File: src/rtl/mcfh_pkg.sv
// Package for the motor current command and feedback hub.
// Holds the codes, limits, frame identifiers and shared types.
// No dependencies; every other file imports it.
package mcfh_pkg;

    // Motor population and widths
    localparam int MOTOR_COUNT = 8;
    localparam int MOTOR_W     = $clog2(MOTOR_COUNT);

    // Current limits per motor type
    localparam logic signed [15:0] LIMIT_SMALL = 16'sd10000;
    localparam logic signed [15:0] LIMIT_LARGE = 16'sd16384;
    localparam logic [1:0] TYPE_SMALL = 2'd1;
    localparam logic [1:0] TYPE_LARGE = 2'd2;

    // Frame identifiers
    localparam logic [10:0] ID_LOW_GROUP  = 11'h200;
    localparam logic [10:0] ID_HIGH_GROUP = 11'h1FF;
    localparam logic [10:0] ID_FB_FIRST   = 11'h201;
    localparam logic [10:0] ID_FB_LAST    = 11'h208;

    // Angle conversion: raw * 360 / 8192
    localparam logic signed [24:0] ANGLE_SCALE = 25'sd360;
    localparam int                 ANGLE_SHIFT = 13;
    localparam logic signed [24:0] ANGLE_BIAS  = 25'sd8191;

    // Configuration
    localparam logic [15:0] SEND_PERIOD_RESET = 16'd50;
    localparam logic        CFG_MOTOR_TYPES   = 1'b0;
    localparam logic        CFG_SEND_PERIOD   = 1'b1;

    // Result kinds
    localparam logic KIND_FRAME = 1'b0;
    localparam logic KIND_READ  = 1'b1;

    // Queue between front and back
    localparam int QUEUE_DEPTH = 2;
    localparam int QPTR_W      = $clog2(QUEUE_DEPTH);
    localparam int QCNT_W      = $clog2(QUEUE_DEPTH + 1);

    // Input command codes
    typedef enum logic [1:0] {
        CMD_SET  = 2'd0,
        CMD_TICK = 2'd1,
        CMD_RX   = 2'd2,
        CMD_READ = 2'd3
    } cmd_t;

    // Classified operation passed from front to back
    typedef struct packed {
        cmd_t               op;
        logic [MOTOR_W-1:0] motor;
        logic               idx_ok;
        logic [15:0]        value;   // setpoint for set, speed for feedback
        logic [11:0]        angle;   // converted angle for feedback
    } op_t;

    // Configuration write
    typedef struct packed {
        logic        we;
        logic        index;
        logic [15:0] data;
    } cfg_wr_t;

endpackage

File: src/rtl/motor_can_current_feedback_hub_core.sv
// Top level of the motor current command and feedback hub.
// Depends on mcfh_pkg, mcfh_front, mcfh_queue and mcfh_back.
//
//   channel  direction  handshake            contents
//   s_       in         s_tvalid/s_tready    command word, cmd in s_tuser
//   m_       out        m_tvalid/m_tready    frame or read reply, kind in m_tuser
//   cfg_     in         cfg_we               register writes, no read-back
//
// Set, receive and quiet ticks update the back-end state; a read loads the
// output register; a sending tick emits two frames in turn through the single
// output register. A two-entry queue lets the front keep accepting while the
// output is stalled. Reset clears all motor state, the counter and the
// configuration registers (send period back to 50).
module motor_can_current_feedback_hub_core (
    input  logic         clk,
    input  logic         rst_n,
    input  logic         s_tvalid,
    output logic         s_tready,
    input  logic [63:0]  s_tdata,   // motor_index, current_setpoint, rx_id, rx_payload, pad
    input  logic [1:0]   s_tuser,   // cmd
    output logic         m_tvalid,
    input  logic         m_tready,
    output logic [103:0] m_tdata,   // frame_id, frame_data, angle_deg, speed_rpm, pad
    output logic         m_tlast,
    output logic         m_tuser,   // kind
    input  logic         cfg_we,
    input  logic         cfg_index,
    input  logic [15:0]  cfg_wdata
);
    import mcfh_pkg::*;

    logic    q_full;
    logic    q_push;
    op_t     push_op;
    logic    q_pop;
    logic    q_valid;
    op_t     head_op;
    cfg_wr_t cfg;

    assign cfg.we    = cfg_we;
    assign cfg.index = cfg_index;
    assign cfg.data  = cfg_wdata;

    mcfh_front u_front (
        .s_tvalid (s_tvalid),
        .s_tready (s_tready),
        .s_tdata  (s_tdata),
        .s_tuser  (s_tuser),
        .q_full   (q_full),
        .q_push   (q_push),
        .q_op     (push_op)
    );

    mcfh_queue u_queue (
        .clk     (clk),
        .rst_n   (rst_n),
        .push    (q_push),
        .push_op (push_op),
        .full    (q_full),
        .pop     (q_pop),
        .q_valid (q_valid),
        .head_op (head_op)
    );

    mcfh_back u_back (
        .clk      (clk),
        .rst_n    (rst_n),
        .cfg      (cfg),
        .q_valid  (q_valid),
        .head_op  (head_op),
        .pop      (q_pop),
        .m_tvalid (m_tvalid),
        .m_tready (m_tready),
        .m_tdata  (m_tdata),
        .m_tlast  (m_tlast),
        .m_tuser  (m_tuser)
    );

endmodule

File: src/rtl/mcfh_front.sv
// Front end: takes input words, classifies them and converts feedback angles.
// Depends on mcfh_pkg; feeds mcfh_queue.
module mcfh_front (
    input  logic                 s_tvalid,
    output logic                 s_tready,
    input  logic [63:0]          s_tdata,
    input  logic [1:0]           s_tuser,
    input  logic                 q_full,
    output logic                 q_push,
    output mcfh_pkg::op_t        q_op
);
    import mcfh_pkg::*;

    cmd_t               cmd;
    logic [3:0]         idx;
    logic               idx_ok;
    logic [10:0]        rx_id;
    logic               id_ok;
    logic [10:0]        id_off;
    logic signed [15:0] raw;
    logic signed [24:0] prod;
    logic signed [24:0] biased;
    logic signed [24:0] ang;
    logic               keep;

    // Field unpacking and range checks
    always_comb
    begin
        cmd    = cmd_t'(s_tuser);
        idx    = s_tdata[3:0];
        idx_ok = (idx >= 4'd1) && (idx <= 4'(MOTOR_COUNT));
        rx_id  = s_tdata[30:20];
        id_ok  = (rx_id >= ID_FB_FIRST) && (rx_id <= ID_FB_LAST);
        id_off = rx_id - ID_FB_FIRST;
        raw    = $signed(s_tdata[62:47]);
    end

    // Angle in degrees, truncated toward zero
    always_comb
    begin
        prod   = 25'(raw) * ANGLE_SCALE;
        biased = prod + (prod[24] ? ANGLE_BIAS : 25'sd0);
        ang    = biased >>> ANGLE_SHIFT;
    end

    // Drop sets to bad motors and frames with foreign ids
    always_comb
    begin
        keep = 1'b1;
        if (cmd == CMD_SET && !idx_ok)
            keep = 1'b0;
        if (cmd == CMD_RX && !id_ok)
            keep = 1'b0;

        q_op.op     = cmd;
        q_op.idx_ok = idx_ok;
        q_op.angle  = ang[11:0];
        if (cmd == CMD_RX)
        begin
            q_op.motor = id_off[MOTOR_W-1:0];
            q_op.value = s_tdata[46:31];
        end
        else
        begin
            q_op.motor = MOTOR_W'(idx - 4'd1);
            q_op.value = s_tdata[19:4];
        end
    end

    assign s_tready = !q_full;
    assign q_push   = s_tvalid && !q_full && keep;

endmodule

File: src/rtl/mcfh_queue.sv
// Short queue of classified operations between front and back.
// Depends on mcfh_pkg.
module mcfh_queue (
    input  logic          clk,
    input  logic          rst_n,
    input  logic          push,
    input  mcfh_pkg::op_t push_op,
    output logic          full,
    input  logic          pop,
    output logic          q_valid,
    output mcfh_pkg::op_t head_op
);
    import mcfh_pkg::*;

    op_t               entry_reg [QUEUE_DEPTH];
    logic [QPTR_W-1:0] wr_ptr_reg;
    logic [QPTR_W-1:0] wr_ptr_next;
    logic [QPTR_W-1:0] rd_ptr_reg;
    logic [QPTR_W-1:0] rd_ptr_next;
    logic [QCNT_W-1:0] count_reg;
    logic [QCNT_W-1:0] count_next;

    assign full    = (count_reg == QCNT_W'(QUEUE_DEPTH));
    assign q_valid = (count_reg != '0);
    assign head_op = entry_reg[rd_ptr_reg];

    // Pointer and fill count updates
    always_comb
    begin
        wr_ptr_next = wr_ptr_reg;
        rd_ptr_next = rd_ptr_reg;
        count_next  = count_reg;
        if (push)
            wr_ptr_next = (wr_ptr_reg == QPTR_W'(QUEUE_DEPTH - 1)) ? '0 : wr_ptr_reg + 1'b1;
        if (pop)
            rd_ptr_next = (rd_ptr_reg == QPTR_W'(QUEUE_DEPTH - 1)) ? '0 : rd_ptr_reg + 1'b1;
        if (push && !pop)
            count_next = count_reg + 1'b1;
        else if (pop && !push)
            count_next = count_reg - 1'b1;
    end

    always_ff @(posedge clk or negedge rst_n)
    begin
        if (!rst_n)
        begin
            wr_ptr_reg <= '0;
            rd_ptr_reg <= '0;
            count_reg  <= '0;
        end
        else
        begin
            wr_ptr_reg <= wr_ptr_next;
            rd_ptr_reg <= rd_ptr_next;
            count_reg  <= count_next;
        end
    end

    // Entry storage
    always_ff @(posedge clk)
    begin
        if (push)
            entry_reg[wr_ptr_reg] <= push_op;
    end

endmodule

File: src/rtl/mcfh_back.sv
// Back end: holds motor state and configuration, executes operations and
// drives the output register. Depends on mcfh_pkg; fed by mcfh_queue.
module mcfh_back (
    input  logic             clk,
    input  logic             rst_n,
    input  mcfh_pkg::cfg_wr_t cfg,
    input  logic             q_valid,
    input  mcfh_pkg::op_t    head_op,
    output logic             pop,
    output logic             m_tvalid,
    input  logic             m_tready,
    output logic [103:0]     m_tdata,
    output logic             m_tlast,
    output logic             m_tuser
);
    import mcfh_pkg::*;

    // Symmetric clamp to the limit of a motor type
    function automatic logic [15:0] clamp_current(input logic [15:0] sp, input logic [1:0] code);
        logic signed [15:0] v;
        logic signed [15:0] lim;
        v   = $signed(sp);
        lim = (code == TYPE_SMALL) ? LIMIT_SMALL :
              (code == TYPE_LARGE) ? LIMIT_LARGE : 16'sd0;
        if (v > lim)
            v = lim;
        if (v < -lim)
            v = -lim;
        return v;
    endfunction

    logic [15:0] setpoint_reg [MOTOR_COUNT];
    logic [11:0] angle_reg [MOTOR_COUNT];
    logic [15:0] speed_reg [MOTOR_COUNT];
    logic [15:0] elapsed_reg;
    logic [15:0] elapsed_next;
    logic [15:0] motor_types_reg;
    logic [15:0] send_period_reg;
    logic        pend_reg;
    logic        pend_next;

    logic        out_valid_reg;
    logic        out_valid_next;
    logic        out_kind_reg;
    logic        out_kind_next;
    logic        out_last_reg;
    logic        out_last_next;
    logic [10:0] out_id_reg;
    logic [10:0] out_id_next;
    logic [63:0] out_data_reg;
    logic [63:0] out_data_next;
    logic [11:0] out_angle_reg;
    logic [11:0] out_angle_next;
    logic [15:0] out_speed_reg;
    logic [15:0] out_speed_next;

    logic        out_free;
    logic [15:0] elapsed_inc;
    logic        send;
    logic [63:0] group_data;
    logic        wr_set;
    logic        wr_fb;

    assign out_free = !out_valid_reg || m_tready;
    assign pop      = q_valid && !pend_reg && out_free;

    // Saturating millisecond count and send decision
    always_comb
    begin
        elapsed_inc = (elapsed_reg == 16'hFFFF) ? elapsed_reg : elapsed_reg + 16'd1;
        send        = elapsed_inc > send_period_reg;
    end

    // Four clamped currents; low group first, high group while pending
    always_comb
    begin
        logic [MOTOR_W-1:0] m;
        group_data = '0;
        for (int k = 0; k < 4; k++)
        begin
            m = MOTOR_W'(k) + (pend_reg ? MOTOR_W'(4) : MOTOR_W'(0));
            group_data[63 - 16 * k -: 16] =
                clamp_current(setpoint_reg[m], motor_types_reg[2 * m +: 2]);
        end
    end

    // Operation execution and output register load
    always_comb
    begin
        elapsed_next   = elapsed_reg;
        pend_next      = pend_reg;
        out_valid_next = out_valid_reg && !m_tready;
        out_kind_next  = out_kind_reg;
        out_last_next  = out_last_reg;
        out_id_next    = out_id_reg;
        out_data_next  = out_data_reg;
        out_angle_next = out_angle_reg;
        out_speed_next = out_speed_reg;
        wr_set         = 1'b0;
        wr_fb          = 1'b0;

        if (pend_reg && out_free)
        begin
            // second command frame of a send
            pend_next      = 1'b0;
            out_valid_next = 1'b1;
            out_kind_next  = KIND_FRAME;
            out_last_next  = 1'b1;
            out_id_next    = ID_HIGH_GROUP;
            out_data_next  = group_data;
            out_angle_next = '0;
            out_speed_next = '0;
        end
        else if (pop)
        begin
            case (head_op.op)
                CMD_SET:
                    wr_set = 1'b1;
                CMD_RX:
                    wr_fb = 1'b1;
                CMD_TICK:
                begin
                    elapsed_next = elapsed_inc;
                    if (send)
                    begin
                        elapsed_next   = '0;
                        pend_next      = 1'b1;
                        out_valid_next = 1'b1;
                        out_kind_next  = KIND_FRAME;
                        out_last_next  = 1'b0;
                        out_id_next    = ID_LOW_GROUP;
                        out_data_next  = group_data;
                        out_angle_next = '0;
                        out_speed_next = '0;
                    end
                end
                CMD_READ:
                begin
                    out_valid_next = 1'b1;
                    out_kind_next  = KIND_READ;
                    out_last_next  = 1'b1;
                    out_id_next    = '0;
                    out_data_next  = '0;
                    out_angle_next = head_op.idx_ok ? angle_reg[head_op.motor] : '0;
                    out_speed_next = head_op.idx_ok ? speed_reg[head_op.motor] : '0;
                end
                default:
                    ;
            endcase
        end
    end

    // Control state and configuration
    always_ff @(posedge clk or negedge rst_n)
    begin
        if (!rst_n)
        begin
            elapsed_reg     <= '0;
            pend_reg        <= 1'b0;
            out_valid_reg   <= 1'b0;
            motor_types_reg <= '0;
            send_period_reg <= SEND_PERIOD_RESET;
        end
        else
        begin
            elapsed_reg   <= elapsed_next;
            pend_reg      <= pend_next;
            out_valid_reg <= out_valid_next;
            if (cfg.we)
            begin
                case (cfg.index)
                    CFG_MOTOR_TYPES: motor_types_reg <= cfg.data;
                    CFG_SEND_PERIOD: send_period_reg <= cfg.data;
                    default:         ;
                endcase
            end
        end
    end

    // Per-motor stores, cleared by reset
    always_ff @(posedge clk or negedge rst_n)
    begin
        if (!rst_n)
        begin
            for (int i = 0; i < MOTOR_COUNT; i++)
            begin
                setpoint_reg[i] <= '0;
                angle_reg[i]    <= '0;
                speed_reg[i]    <= '0;
            end
        end
        else
        begin
            if (wr_set)
                setpoint_reg[head_op.motor] <= head_op.value;
            if (wr_fb)
            begin
                angle_reg[head_op.motor] <= head_op.angle;
                speed_reg[head_op.motor] <= head_op.value;
            end
        end
    end

    // Output payload
    always_ff @(posedge clk)
    begin
        out_kind_reg  <= out_kind_next;
        out_last_reg  <= out_last_next;
        out_id_reg    <= out_id_next;
        out_data_reg  <= out_data_next;
        out_angle_reg <= out_angle_next;
        out_speed_reg <= out_speed_next;
    end

    assign m_tvalid = out_valid_reg;
    assign m_tlast  = out_last_reg;
    assign m_tuser  = out_kind_reg;
    assign m_tdata  = {1'b0, out_speed_reg, out_angle_reg, out_data_reg, out_id_reg};

endmodule
File: config.mk
export PLATFORM = sky130hd
export DESIGN_NAME = motor_can_current_feedback_hub_core
export DESIGN_NICKNAME = d
export VERILOG_FILES = /design/src/rtl/mcfh_pkg.sv /design/src/rtl/motor_can_current_feedback_hub_core.sv /design/src/rtl/mcfh_front.sv /design/src/rtl/mcfh_queue.sv /design/src/rtl/mcfh_back.sv
export SDC_FILE = /design/constraint.sdc
export NUM_CORES = 1
export LEC_CHECK = 0
export ABC_AREA = 1
export ABC_CLOCK_PERIOD_IN_PS = 8350
export BUFFER_PORTS_ARGS = -buffer_cell sky130_fd_sc_hd__buf_4
export CAP_MARGIN = 20
export CORE_MARGIN = 2
export CORE_UTILIZATION = 25
export CTS_BUF_LIST = sky130_fd_sc_hd__clkbuf_4
export DETAILED_ROUTE_END_ITERATION = 10
export PLACE_DENSITY = 0.48
export SKIP_CTS_REPAIR_TIMING = 1
export SLEW_MARGIN = 20
export SYNTH_ARGS = -nofsm -noshare
export SYNTH_HDL_FRONTEND = slang
export SYNTH_HIERARCHICAL = 1
export SYNTH_SLANG_ARGS = --single-unit
File: constraint.sdc
create_clock -name clk -period 8.35 [get_ports clk]
set_input_delay 0.835 -clock clk [delete_from_list [all_inputs] [get_ports clk]]
set_output_delay 0.835 -clock clk [all_outputs]
set_load 0.01 [all_outputs]
==> results_dict.tcl <==
set metrics [dict create \
    drt_first_pass_iters 5 \
    power_density_mw_per_mm2 399.1 \
    worstPathRequired_ps 9070 \
    fillers 13020 \
    clkLatencyLatePin_ps 1020 \
    drt-total-wl_mm 86.83 \
    yosysSeqAreaShare 0.4884 \
    slew_viol_final 0 \
    holdWs_ps 143.5 \
    clock.fmax_mhz 176.3 \
    grt_pass1_wl_mm 135.2 \
    grt_setup_unrepaired "false" \
    synth-xor-area-share 0.007530 \
    dp.cells 5232 \
    ys_async_sr_fraction 0.7123 \
    crit_fanout 64 \
    grt_busiest_layer "met2" \
    drc 0 \
    synthToLayoutAreaGrowth_pct 17.13 \
    regArea_mm2 0.01477 \
    worstSetupEndpointType "flip-flop" \
    clk_pin_slew_ps 70 \
    status "completed" \
    synth_edf_count 132 \
    core_mm2 0.1200 \
    worst_slew_pin_slew_ps 1100 \
    cts-root-buf "clkbuf_4" \
    dieWidth_um 351.8 \
    relSlewSlack 0.2591 \
    ys.flop_type "dfrtp_1" \
    ant_nets 0 \
    setup-tns-final_ps 0 \
    h-tree-depth 4 \
    fin_area_mm2 0.03542 \
    synth_top_family_by_area "simple AND/OR/NAND/NOR gates" \
    peakVddDrop_mv 0.1929 \
    cp_slowest_cell "dfrtp_2" \
    final_util 0.2952 \
    ios 196 \
    first_global_vias 23630 \
    synth-compound-area-share 0.1155 \
    start_kind "flip-flop" \
    drive_above_1_share 0.1603 \
    met3_usage 0.02901 \
    synthMuxAreaShare 0.01758 \
    synth_area_mm2 0.03024 \
    viasPerCell 4.382 \
    synth_fa_ha_area_frac 0.07563 \
    setup_viol 0 \
    wl_per_cell_um 15.68 \
    die-area_mm2 0.1238 \
    cts-buffers-inserted 163 \
    finalClockSkew_ps 73.96 \
    cts_tree "yes" \
    arrival_ps 6390 \
    vias 24270 \
    rows 127 \
    worst-path-buf-inv 3 \
    power_leakage_uw 0.01707 \
    die_y_um 351.8 \
    met2_usage 0.2212 \
    worst_hold_path_type "primary input to flip-flop" \
    ys_ff_latch 570 \
    initial_core_util 0.2521 \
    dp_hpwl_mm 57.44 \
    gr-usage-met1 0.1922 \
    synthCells 3569 \
    io_buffer_count 192 \
    fin_nets 4043 \
    synthSimpleGateAreaFrac 0.2156 \
    grt_max_degree 161 \
    drt-initial-drc-count 1680 \
    max_stage_delay_ps 610 \
    maxCapViolations 0 \
    antenna_found_initial 2 \
    cts.sinks 570 \
    period_minus_slack_ps 5671 \
    ys_types 60 \
    grt_overflow_total 0 \
    criticalPathCategory "flip-flop to flip-flop" \
    ctsLongestPathBuffers 3 \
    gp_congestion 0.8233 \
    path_delay_family "simple AND/OR/NAND/NOR gates" \
    grt_use_total 0.1412 \
    yosys_warnings 6 \
    place_area_mm2 0.03322 \
    hold_viol 0 \
    multi_input_area_mm2 0.01316 \
    min_period_over_period 0.6792 \
    fin_cells 5539 \
    synth_area_per_cell_um2 8.473 \
]
## cell usage in the layout (no fill, tap or decap), drive strengths merged, types with 3 or more instances in the layout
| master | synthesis | layout |
|---|---|---|
| a21oi | 80 | 80 |
| nor3b | 3 | 3 |
| dlygate4sd3 | 0 | 3 |
| edfxtp | 132 | 132 |
| ha | 138 | 138 |
| nand3b | 6 | 6 |
| diode | 0 | 3 |
| o22ai | 6 | 6 |
| nor4 | 5 | 5 |
| dfstp | 3 | 3 |
| inv | 422 | 428 |
| xnor2 | 6 | 6 |
| fa | 28 | 28 |
| nand2 | 1106 | 1106 |
| dfrtp | 403 | 403 |
| a21o | 5 | 5 |
| clkinvlp | 0 | 4 |
| a22oi | 31 | 31 |
| nand3 | 137 | 137 |
| o21bai | 5 | 5 |
| a221oi | 26 | 26 |
| a22o | 21 | 21 |
| o21ai | 446 | 446 |
| mux2 | 34 | 34 |
| dfxtp | 32 | 32 |
| nor2 | 190 | 190 |
| xor2 | 20 | 20 |
| buf | 37 | 222 |
| mux2i | 4 | 4 |
| clkbuf | 134 | 247 |
| nor3 | 30 | 30 |
| clkinv | 0 | 42 |
| or2 | 14 | 14 |
| nand4 | 50 | 50 |
## cell type report
cell class | count | area share
multi-input combinational | 2407 | 0.3715
tap | 1612 | 0.05694
sequential | 570 | 0.4170
clock inverter | 53 | 0.007736
clock buffer | 247 | 0.05235
timing repair buffer | 225 | 0.04939
antenna | 3 | 0.0002120
inverter | 422 | 0.04486
## through the flow
| step | power, µW | setup slack [ps] |
|---|---|---|
| final | 14140 | 2679 |
| after global routing | 15520 | 2130 |
| after CTS | 14350 | 2600 |
| after detailed placement | 11620 | 2623 |
| after global placement | 11510 | 2651 |
| after floorplan | 9527 | 584.4 |
## kinds of logic (layout without fill, tap and decap cells)
group                    after synthesis  count (layout)
multiplexers                          38              38
XOR/XNOR                              26              26
AND/OR/NAND/NOR                     1543            1543
other                                  1               5
buffers and inverters                593             947
AO/OA/AOI/OAI                        632             632
adder cells (fa/ha/maj)              166             166
flip-flops                           570             570
## per-layer routing
layer | part of all wire | routed length, µm
met5 | 0 | 0
met4 | 0.024 | 2066
met3 | 0.053 | 4595
met2 | 0.45 | 38870
met1 | 0.48 | 41300
## tightest hold or removal path, cell delays in order
cell     delay, ps
buf_4          110
inv_1           80
o21ai_0         90
## cell usage after synthesis (all sizes together) (3+ instances only)
cell type  count  area (µm²)
nand2       1106        4292
o21ai        446        2240
inv          422        1589
dfrtp        403       10080
nor2         190       768.2
ha           138        1727
nand3        137       740.7
clkbuf       134       503.0
edfxtp       132        3964
a21oi         80       404.1
nand4         50       359.1
buf           37       317.8
mux2          34       491.7
dfxtp         32       640.6
a22oi         31       232.7
nor3          30       155.1
fa            28       560.5
a221oi        26       227.7
a22o          21       183.9
xor2          20       175.2
or2           14       87.58
nand3b         6       45.04
o22ai          6       37.54
xnor2          6       52.55
a21o           5       37.54
nor4           5       31.28
o21bai         5       37.54
mux2i          4       40.04
dfstp          3       78.83
nor3b          3       27.52
## path summary, 6_finish.rpt
kind	from	to	cells after the start	slack [ps]
max in group asynchronous	rst_n	u_back/elapsed_reg[15]	3	6420
worst min-delay path	cfg_wdata[1]	u_back/send_period_reg[1]	3	140
worst max-delay path	u_back/pend_reg	u_back/out_data_reg[5]	27	2680
worst max register to register	u_back/pend_reg	u_back/out_data_reg[5]	27	2680
min in group asynchronous	rst_n	u_back/speed_reg[61]	2	470
worst min register to register	u_back/out_speed_reg[1]	u_back/out_speed_reg[1]	2	460
## power by group
group	switching, µW	internal (µW)
registers	513	4110
logic	4560	2320
clock network	1240	1390
Power figures use the tool's default switching activity.
